### src/sv/iee_pkg.sv
`default_nettype none
// -----------------------------------------------------------------------------
// iee_pkg
// Shared constants, character codes and precedence lookup for the infix
// expression evaluator.
// -----------------------------------------------------------------------------
package iee_pkg;

   localparam int DATA_W          = 32;
   localparam int OP_DEPTH_DEF    = 64;
   localparam int VALUE_DEPTH_DEF = 64;

   localparam logic [7:0] CH_LPAREN = 8'h28;
   localparam logic [7:0] CH_RPAREN = 8'h29;
   localparam logic [7:0] CH_STAR   = 8'h2A;
   localparam logic [7:0] CH_PLUS   = 8'h2B;
   localparam logic [7:0] CH_MINUS  = 8'h2D;
   localparam logic [7:0] CH_SLASH  = 8'h2F;
   localparam logic [7:0] CH_CARET  = 8'h5E;
   localparam logic [7:0] CH_ZERO   = 8'h30;

   localparam logic [1:0] ST_OK    = 2'd0;
   localparam logic [1:0] ST_UNDER = 2'd1;
   localparam logic [1:0] ST_OVER  = 2'd2;

   typedef logic [DATA_W-1:0] word_type;

   function automatic logic [2:0] rank_of(input logic [7:0] op);
      logic [2:0] r;
      case (op) inside
         CH_LPAREN:          r = 3'd1;
         CH_PLUS, CH_MINUS:  r = 3'd2;
         CH_STAR, CH_SLASH:  r = 3'd3;
         CH_CARET:           r = 3'd4;
         default:            r = 3'd0;
      endcase
      return r;
   endfunction

endpackage
`default_nettype wire

### src/sv/infix_expression_evaluator.sv
`default_nettype none
// -----------------------------------------------------------------------------
// infix_expression_evaluator
// Two-stack infix evaluator: characters in, one result per expression out.
// -----------------------------------------------------------------------------
// Usage:
//   req_* carries one expression character per item; req_tlast marks the
//   final character. rsp_* carries one item per expression: the 32-bit result
//   and a status code (ok, underflow, overflow).
//   Operator and value stacks live in two single-port-read synchronous RAMs.
//   A digit or '(' is taken in the idle state. An operator or ')' scans the
//   operator stack and runs a reduction (pop two values, compute, push) for
//   every operator it pops, and the scan stops at a stacked '(' or a
//   lower-ranked operator; a division runs in the bit-serial divider. The
//   final character reduces all stacked operators before the result item is presented.
//   The result sits in an output register; the next expression is accepted
//   while it waits, and the block only stalls once a second result is ready
//   and rsp_tready is still low.
//   Reset empties both stacks, clears the error flags and drops rsp_tvalid.
//   No clearing pass is needed; stack entries above the counts are never read.
// -----------------------------------------------------------------------------
module infix_expression_evaluator
   import iee_pkg::*;
#(
   parameter int OP_STACK_DEPTH    = OP_DEPTH_DEF,
   parameter int VALUE_STACK_DEPTH = VALUE_DEPTH_DEF
)
(
   input  wire logic        clock,
   input  wire logic        reset,
   input  wire logic        req_tvalid,
   output logic             req_tready,
   input  wire logic [7:0]  req_tdata,   // [7:0] char_code
   input  wire logic        req_tlast,   // last_char
   output logic             rsp_tvalid,
   input  wire logic        rsp_tready,
   output logic [39:0]      rsp_tdata    // [31:0] result_value, [33:32] status
);

   localparam int OCW = $clog2(OP_STACK_DEPTH + 1);
   localparam int OIW = $clog2(OP_STACK_DEPTH);
   localparam int VCW = $clog2(VALUE_STACK_DEPTH + 1);
   localparam int VIW = $clog2(VALUE_STACK_DEPTH);
   localparam logic [OCW-1:0] OP_FULL = OCW'(OP_STACK_DEPTH);
   localparam logic [VCW-1:0] V_FULL  = VCW'(VALUE_STACK_DEPTH);

   localparam logic [3:0] S_IDLE   = 4'd0;
   localparam logic [3:0] S_LOOP   = 4'd1;
   localparam logic [3:0] S_CHK    = 4'd2;
   localparam logic [3:0] S_RHS    = 4'd3;
   localparam logic [3:0] S_LHS    = 4'd4;
   localparam logic [3:0] S_ALU    = 4'd5;
   localparam logic [3:0] S_DIV    = 4'd6;
   localparam logic [3:0] S_PUSH   = 4'd7;
   localparam logic [3:0] S_RESULT = 4'd8;
   localparam logic [3:0] S_OUT    = 4'd9;

   localparam logic [1:0] M_CLOSE = 2'd0;
   localparam logic [1:0] M_OPER  = 2'd1;
   localparam logic [1:0] M_FINAL = 2'd2;

   localparam int F_UNDER = 0;
   localparam int F_OVER  = 1;

   logic [3:0]     state_ff, state_in;
   logic [1:0]     mode_ff, mode_in;
   logic [7:0]     char_ff, char_in;
   logic           last_ff, last_in;
   logic [OCW-1:0] opcnt_ff, opcnt_in;
   logic [VCW-1:0] vcnt_ff, vcnt_in;
   logic [1:0]     flags_ff, flags_in;
   logic [7:0]     opcode_ff, opcode_in;
   word_type       rhs_ff, rhs_in;
   word_type       lhs_ff, lhs_in;
   word_type       res_ff, res_in;
   logic           rsp_valid_ff, rsp_valid_in;
   logic [39:0]    rsp_data_ff, rsp_data_in;

   logic [7:0]     op_mem [OP_STACK_DEPTH];
   logic           op_we;
   logic [OIW-1:0] op_wa;
   logic [7:0]     op_wd;
   logic [OIW-1:0] op_ra;
   logic [7:0]     op_rd_ff;

   word_type       v_mem [VALUE_STACK_DEPTH];
   logic           v_we;
   logic [VIW-1:0] v_wa;
   word_type       v_wd;
   logic [VIW-1:0] v_ra;
   word_type       v_rd_ff;

   logic           div_start;
   logic           div_done;
   word_type       div_quo;
   logic           accept;
   logic [1:0]     fin_flags;

   iee_div u_div (
      .clock    (clock),
      .reset    (reset),
      .start    (div_start),
      .dividend (lhs_ff),
      .divisor  (rhs_ff),
      .done     (div_done),
      .quotient (div_quo)
   );

   assign req_tready = (state_ff == S_IDLE);
   assign accept     = req_tvalid & req_tready;
   assign fin_flags  = flags_ff | ((vcnt_ff == '0) ? 2'b01 : 2'b00);

   always_comb begin
      state_in     = state_ff;
      mode_in      = mode_ff;
      char_in      = char_ff;
      last_in      = last_ff;
      opcnt_in     = opcnt_ff;
      vcnt_in      = vcnt_ff;
      flags_in     = flags_ff;
      opcode_in    = opcode_ff;
      rhs_in       = rhs_ff;
      lhs_in       = lhs_ff;
      res_in       = res_ff;
      rsp_valid_in = rsp_valid_ff & ~rsp_tready;
      rsp_data_in  = rsp_data_ff;
      op_we        = 1'b0;
      op_wa        = opcnt_ff[OIW-1:0];
      op_wd        = char_ff;
      op_ra        = OIW'(opcnt_ff - OCW'(1));
      v_we         = 1'b0;
      v_wa         = vcnt_ff[VIW-1:0];
      v_wd         = res_ff;
      v_ra         = VIW'(vcnt_ff - VCW'(1));
      div_start    = 1'b0;

      unique case (state_ff)
         S_IDLE: begin
            if (accept) begin
               char_in = req_tdata;
               last_in = req_tlast;
               state_in = req_tlast ? S_LOOP : S_IDLE;
               mode_in  = M_FINAL;
               unique case (req_tdata) inside
                  CH_LPAREN: begin
                     if (opcnt_ff >= OP_FULL) begin
                        flags_in[F_OVER] = 1'b1;
                     end else begin
                        op_we    = 1'b1;
                        op_wd    = req_tdata;
                        opcnt_in = opcnt_ff + OCW'(1);
                     end
                  end
                  CH_RPAREN: begin
                     mode_in  = M_CLOSE;
                     state_in = S_LOOP;
                  end
                  CH_PLUS, CH_MINUS, CH_STAR, CH_SLASH, CH_CARET: begin
                     mode_in  = M_OPER;
                     state_in = S_LOOP;
                  end
                  default: begin
                     if (vcnt_ff >= V_FULL) begin
                        flags_in[F_OVER] = 1'b1;
                     end else begin
                        v_we    = 1'b1;
                        v_wd    = {24'd0, req_tdata} - {24'd0, CH_ZERO};
                        vcnt_in = vcnt_ff + VCW'(1);
                     end
                  end
               endcase
            end
         end
         S_LOOP: begin
            if (opcnt_ff == '0) begin
               mode_in  = M_FINAL;
               state_in = last_ff ? S_LOOP : S_IDLE;
               unique case (mode_ff)
                  M_CLOSE: flags_in[F_UNDER] = 1'b1;
                  M_OPER: begin
                     op_we    = 1'b1;
                     opcnt_in = OCW'(1);
                  end
                  default: state_in = S_RESULT;
               endcase
            end else begin
               state_in = S_CHK;
            end
         end
         S_CHK: begin
            opcode_in = op_rd_ff;
            opcnt_in  = opcnt_ff - OCW'(1);
            state_in  = S_RHS;
            if (mode_ff == M_CLOSE && op_rd_ff == CH_LPAREN) begin
               mode_in  = M_FINAL;
               state_in = last_ff ? S_LOOP : S_IDLE;
            end else if (mode_ff == M_OPER && rank_of(op_rd_ff) < rank_of(char_ff)) begin
               opcnt_in = opcnt_ff;
               mode_in  = M_FINAL;
               state_in = last_ff ? S_LOOP : S_IDLE;
               if (opcnt_ff >= OP_FULL) begin
                  flags_in[F_OVER] = 1'b1;
               end else begin
                  op_we    = 1'b1;
                  opcnt_in = opcnt_ff + OCW'(1);
               end
            end
         end
         S_RHS: begin
            state_in = S_LHS;
            v_ra     = VIW'(vcnt_ff - VCW'(2));
            if (vcnt_ff != '0) begin
               rhs_in  = v_rd_ff;
               vcnt_in = vcnt_ff - VCW'(1);
            end else begin
               rhs_in = '0;
               flags_in[F_UNDER] = 1'b1;
            end
         end
         S_LHS: begin
            state_in = S_ALU;
            if (vcnt_ff != '0) begin
               lhs_in  = v_rd_ff;
               vcnt_in = vcnt_ff - VCW'(1);
            end else begin
               lhs_in = '0;
               flags_in[F_UNDER] = 1'b1;
            end
         end
         S_ALU: begin
            state_in = S_PUSH;
            case (opcode_ff)
               CH_PLUS:  res_in = lhs_ff + rhs_ff;
               CH_MINUS: res_in = lhs_ff - rhs_ff;
               CH_STAR:  res_in = lhs_ff * rhs_ff;
               CH_CARET: res_in = lhs_ff ^ rhs_ff;
               CH_SLASH: begin
                  res_in = '0;
                  if (!rhs_ff[DATA_W-1] && rhs_ff != '0) begin
                     div_start = 1'b1;
                     state_in  = S_DIV;
                  end
               end
               default:  res_in = '1;
            endcase
         end
         S_DIV: begin
            if (div_done) begin
               res_in   = div_quo;
               state_in = S_PUSH;
            end
         end
         S_PUSH: begin
            state_in = S_LOOP;
            if (vcnt_ff >= V_FULL) begin
               flags_in[F_OVER] = 1'b1;
            end else begin
               v_we    = 1'b1;
               vcnt_in = vcnt_ff + VCW'(1);
            end
         end
         S_RESULT: begin
            state_in = S_OUT;
         end
         S_OUT: begin
            if (!rsp_valid_ff || rsp_tready) begin
               rsp_valid_in = 1'b1;
               rsp_data_in[31:0]  = (vcnt_ff == '0) ? '0 : v_rd_ff;
               rsp_data_in[33:32] = fin_flags[F_OVER]  ? ST_OVER :
                                    fin_flags[F_UNDER] ? ST_UNDER : ST_OK;
               rsp_data_in[39:34] = '0;
               opcnt_in = '0;
               vcnt_in  = '0;
               flags_in = '0;
               state_in = S_IDLE;
            end
         end
         default: state_in = S_IDLE;
      endcase
   end

   always_ff @(posedge clock) begin
      if (reset) begin
         state_ff     <= S_IDLE;
         mode_ff      <= M_FINAL;
         opcnt_ff     <= '0;
         vcnt_ff      <= '0;
         flags_ff     <= '0;
         rsp_valid_ff <= 1'b0;
      end else begin
         state_ff     <= state_in;
         mode_ff      <= mode_in;
         opcnt_ff     <= opcnt_in;
         vcnt_ff      <= vcnt_in;
         flags_ff     <= flags_in;
         rsp_valid_ff <= rsp_valid_in;
      end
      char_ff     <= char_in;
      last_ff     <= last_in;
      opcode_ff   <= opcode_in;
      rhs_ff      <= rhs_in;
      lhs_ff      <= lhs_in;
      res_ff      <= res_in;
      rsp_data_ff <= rsp_data_in;
   end

   always_ff @(posedge clock) begin
      if (op_we) begin
         op_mem[op_wa] <= op_wd;
      end
      op_rd_ff <= op_mem[op_ra];
   end

   always_ff @(posedge clock) begin
      if (v_we) begin
         v_mem[v_wa] <= v_wd;
      end
      v_rd_ff <= v_mem[v_ra];
   end

   assign rsp_tvalid = rsp_valid_ff;
   assign rsp_tdata  = rsp_data_ff;

endmodule
`default_nettype wire

### src/sv/iee_div.sv
`default_nettype none
// -----------------------------------------------------------------------------
// iee_div
// Radix-2 restoring divider: signed dividend by positive divisor, quotient
// truncated toward zero, one quotient bit per cycle.
// -----------------------------------------------------------------------------
module iee_div
   import iee_pkg::*;
(
   input  wire logic     clock,
   input  wire logic     reset,
   input  wire logic     start,
   input  wire word_type dividend,
   input  wire word_type divisor,
   output logic          done,
   output word_type      quotient
);

   localparam int CNT_W = $clog2(DATA_W);

   logic             busy_ff, busy_in;
   logic             done_ff, done_in;
   logic [CNT_W-1:0] cnt_ff, cnt_in;
   word_type         rem_ff, rem_in;
   word_type         quo_ff, quo_in;
   word_type         den_ff, den_in;
   logic             neg_ff, neg_in;
   logic [DATA_W:0]  shifted;
   logic [DATA_W:0]  diff;
   logic             fits;

   assign shifted = {rem_ff, quo_ff[DATA_W-1]};
   assign diff    = shifted - {1'b0, den_ff};
   assign fits    = ~diff[DATA_W];

   always_comb begin
      busy_in = busy_ff;
      done_in = 1'b0;
      cnt_in  = cnt_ff;
      rem_in  = rem_ff;
      quo_in  = quo_ff;
      den_in  = den_ff;
      neg_in  = neg_ff;
      if (start) begin
         busy_in = 1'b1;
         cnt_in  = '0;
         rem_in  = '0;
         quo_in  = dividend[DATA_W-1] ? (~dividend + word_type'(1)) : dividend;
         den_in  = divisor;
         neg_in  = dividend[DATA_W-1];
      end else if (busy_ff) begin
         rem_in = fits ? diff[DATA_W-1:0] : shifted[DATA_W-1:0];
         quo_in = {quo_ff[DATA_W-2:0], fits};
         cnt_in = cnt_ff + CNT_W'(1);
         if (cnt_ff == CNT_W'(DATA_W - 1)) begin
            busy_in = 1'b0;
            done_in = 1'b1;
         end
      end
   end

   always_ff @(posedge clock) begin
      if (reset) begin
         busy_ff <= 1'b0;
         done_ff <= 1'b0;
      end else begin
         busy_ff <= busy_in;
         done_ff <= done_in;
      end
      cnt_ff <= cnt_in;
      rem_ff <= rem_in;
      quo_ff <= quo_in;
      den_ff <= den_in;
      neg_ff <= neg_in;
   end

   assign done     = done_ff;
   assign quotient = neg_ff ? (~quo_ff + word_type'(1)) : quo_ff;

endmodule
`default_nettype wire

### config.mk
export PLATFORM = sky130hd
export DESIGN_NAME = infix_expression_evaluator
export DESIGN_NICKNAME = d
export VERILOG_FILES = /design/src/sv/iee_pkg.sv /design/src/sv/infix_expression_evaluator.sv /design/src/sv/iee_div.sv
export SDC_FILE = /design/constraint.sdc
export NUM_CORES = 2
export LEC_CHECK = 0
export ABC_AREA = 0
export BUFFER_PORTS_ARGS = -buffer_cell sky130_fd_sc_hd__buf_2
export CAP_MARGIN = 20
export CORE_MARGIN = 2
export CORE_UTILIZATION = 30
export CTS_CLUSTER_SIZE = 20
export DETAILED_ROUTE_END_ITERATION = 10
export PLACE_DENSITY = 0.54
export SLEW_MARGIN = 30
export SYNTH_ARGS = -nofsm -noshare
export SYNTH_HDL_FRONTEND = slang
export SYNTH_HIERARCHICAL = 1
export SYNTH_SLANG_ARGS = --single-unit
### constraint.sdc
create_clock -name clock -period 11.8 [get_ports clock]
set_clock_uncertainty 0.1 [all_clocks]
set_input_delay 2.95 -clock clock [delete_from_list [all_inputs] [get_ports clock]]
set_output_delay 2.95 -clock clock [all_outputs]
set_load 0.01 [all_outputs]
==> summary.txt <==
status -> finished, final reports clean
worst-margin pin slew -> 1160 ps
root buf cell -> clkbuf_16
cell family with most CP delay -> adder cells
Peak Freq -> 120 MHz
Leak Pwr -> 51.0 nW
Final Max Tran Viols -> 0
prevailing post-synth register cell -> edfxtp_1
FFs w/ async S/R, synth -> 0
RSZ-0062 raised after global routing -> false
tightest hold margin -> 342 ps
crit path DAT -> 8910 ps
ANT nets after route -> 0
ranking of synthesized cells by area -> edfxtp_1, mux4_2, fa_1
top cell type's share of synthesized area -> 0.627
CP max-delay cell -> edfxtp_1
I/O Pins -> 55
instance count on the critical path -> 21
most frequent CP cell -> fa_1
drt pass-1 iters -> 6
Final HPWL DP -> 237 mm
clk_lat worst skew -> 930 ps
Post-synth EDFFs -> 2772
Post-CTS Setup Repair Bufs -> 0
layout cells sized above 1 -> 0.198
vias in the first global route -> 72876
Synth area leader -> edfxtp_1
Synth cell types -> 96
Final Cell Area -> 153000 um2
worst reg2reg path depth -> 21
WL final -> 372 mm
die height -> 669 um
Clock Path Buffers -> 4
worst setup path endpoint -> res_ff[29]$_DFFE_PP_
critical path class -> flip-flop to flip-flop
Iter 0 DRT Violations -> 7416
clock-pin slew on the worst setup and hold paths -> 60 ps
Nets -> 8664
routed vias/inst -> 5.03
final std cells w/o fill -> 14187
Placer Congestion -> 0.884
row cnt -> 244
CTS tree -> done
Slew headroom -> 0.222
Chip Width -> 669 um
Yosys reg bits -> 2874
Synth Area per Inst -> 16.9 um2
Critical R2R Launch -> rhs_ff[5]$_DFFE_PP_
area delta synth->final -> 14.9%
most common cell after layout, fill and taps aside -> edfxtp_1
register-to-register setup slack -> 3450 ps
CTS buffer count -> 314
Post-CTS Resized -> 0
worst-path fanout max -> 19
most frequent cells in the layout -> edfxtp_1, mux4_2, inv_1
final setup vio count -> 0
crit share post-route -> 0.707
CP Buf/Inv Count -> 3
setup TNS -> 0 ps
total power per unit cell area -> 270 nW/um2
Fillers -> 41530
Initial Util -> 0.301
Worst setup SP type -> flip-flop
CP peak stage delay -> 910 ps
via count -> 71304
mapped cell area -> 133000 um2
Final min period -> 8350 ps
Total GRT Usage -> 0.163
Area after DPL -> 142000 um2
register area share after synthesis -> 0.642
first-pass GRT wire length -> 536 mm
Critical Path RT -> 12360 ps
Max Cap Viol -> 0
H-Tree Depth -> 5
core area -> 441000 um2
Cell Chain, Critical Path -> buf_4, and2_1, fa_1, fa_1, fa_1, inv_1, fa_1, inv_1, fa_1, fa_1, fa_1, fa_1, ha_1, nand4_1, or3_1, o21ai_0, or2_2, a41oi_1, xnor2_1, a221oi_1, nor2_1
Pwr Total -> 41.2 mW
Routed WL per cell -> 26.3 um
reg-to-reg endpoint -> res_ff[29]$_DFFE_PP_
element type at the critical path end -> flip-flop
antenna violations before repair -> 38
clk sink count -> 2874
DRC viols -> 0
Hold Buf Count CTS -> 0
largest net degree at the start of global routing -> 123
dpl cells -> 13604
VDD IR max -> 0.556 mV
CP Launch Point -> rhs_ff[5]$_DFFE_PP_
Yosys warning count -> 6
GR Overflow Total -> 0
Die Area -> 448000 um2
port bufs -> 48
Gate Count Post-Synth -> 7836
Hold Path Class -> flip-flop to flip-flop
Final Hold Viols -> 0
[where the power goes]
group,switching [mW],internal (mW),total [mW]
registers,0.265,12.5,12.7
logic,11.6,7.21,18.8
clock network,4.08,5.61,9.69
[worst min path at each step]
stage / startpoint / endpoint / slack [ps] / depth (start not counted)
after global placement: op_rd_ff[3]$_DFF_P_ / opcode_ff[3]$_DFFE_PP_ / 310 / 0
final: op_rd_ff[7]$_DFF_P_ / opcode_ff[7]$_DFFE_PP_ / 340 / 0
after CTS: op_rd_ff[7]$_DFF_P_ / opcode_ff[7]$_DFFE_PP_ / 350 / 0
after floorplan: op_rd_ff[3]$_DFF_P_ / opcode_ff[3]$_DFFE_PP_ / 300 / 0
after global routing: op_rd_ff[7]$_DFF_P_ / opcode_ff[7]$_DFFE_PP_ / 370 / 0
after detailed placement: op_rd_ff[7]$_DFF_P_ / opcode_ff[7]$_DFFE_PP_ / 320 / 0
[synthesized netlist by cell type, drive strengths merged (6+ instances only)]
master  count
mux2        8
o21bai      6
a21o       63
nand3      39
and2      303
inv       465
mux2i     168
o211ai     13
o22ai       6
fa        410
a31oi      18
o21ai     110
nor3b       8
or4        16
a211o       7
edfxtp   2772
and3       14
nand2b     27
clkbuf    263
nand4      18
nor2b     215
nand2     359
o21a       13
a221oi     21
xor2      105
ha        221
or3        31
o41ai       9
o31ai      35
dfxtp     102
buf       167
nor3       37
nand3b      9
mux4      712
or2        11
a22oi       6
xnor2     153
nor2      344
a211oi    165
a21oi     310
nor4        7
[layout make-up]
type | count | area, um2 | area share
clock inverters | 157 | 1480 | 0.00968
clock buffers | 403 | 8550 | 0.0560
repair buffers | 294 | 3480 | 0.0228
multi-input cells | 4070 | 44600 | 0.292
diodes | 19 | 47.5 | 0.000312
well taps | 5904 | 7390 | 0.0484
inverters | 466 | 1750 | 0.0115
flip-flops and latches | 2874 | 85300 | 0.559
[state kept, by name, indices dropped and copies added (netlist names), 2 cells and up]
name	count
char_ff	8
flags_ff	2
lhs_ff	32
mode_ff	2
op_mem	512
op_rd_ff	8
opcnt_ff	7
opcode_ff	8
res_ff	32
rhs_ff	32
rsp_tdata	34
state_ff	4
u_div/cnt_ff	5
u_div/den_ff	32
u_div/quo_ff	32
u_div/rem_ff	32
v_mem	2048
v_rd_ff	32
vcnt_ff	7
[cell families after synthesis]
kind of cell,after synthesis,synth area share
flip-flops,2874,0.642
XOR/XNOR,258,0.0172
AO/OA/AOI/OAI,828,0.0400
buffers and inverters,897,0.0278
multiplexers,888,0.134
other,1,0.0000282
adder cells (fa/ha/maj),631,0.0826
AND/OR/NAND/NOR,1459,0.0560
[metrics by stage]
step | utilization | setup WS (ps)
2_1_floorplan | - | 4020
3_3_place_gp | 0.319 | 3600
3_5_place_dp | 0.323 | 3570
4_1_cts | 0.346 | 3520
5_1_grt | 0.346 | 3120
6_report | 0.346 | 3450
[layer usage]
metal  global-route usage  wire length, um  vias up
met4               0.0586            14700        4
li1                     -                -    30291
met1                0.223           157000    38110
met3               0.0219            21700      535
met2                0.265           179000     2364
met5                    0               55        -
Note: power is estimated with default switching activity, not from simulation.
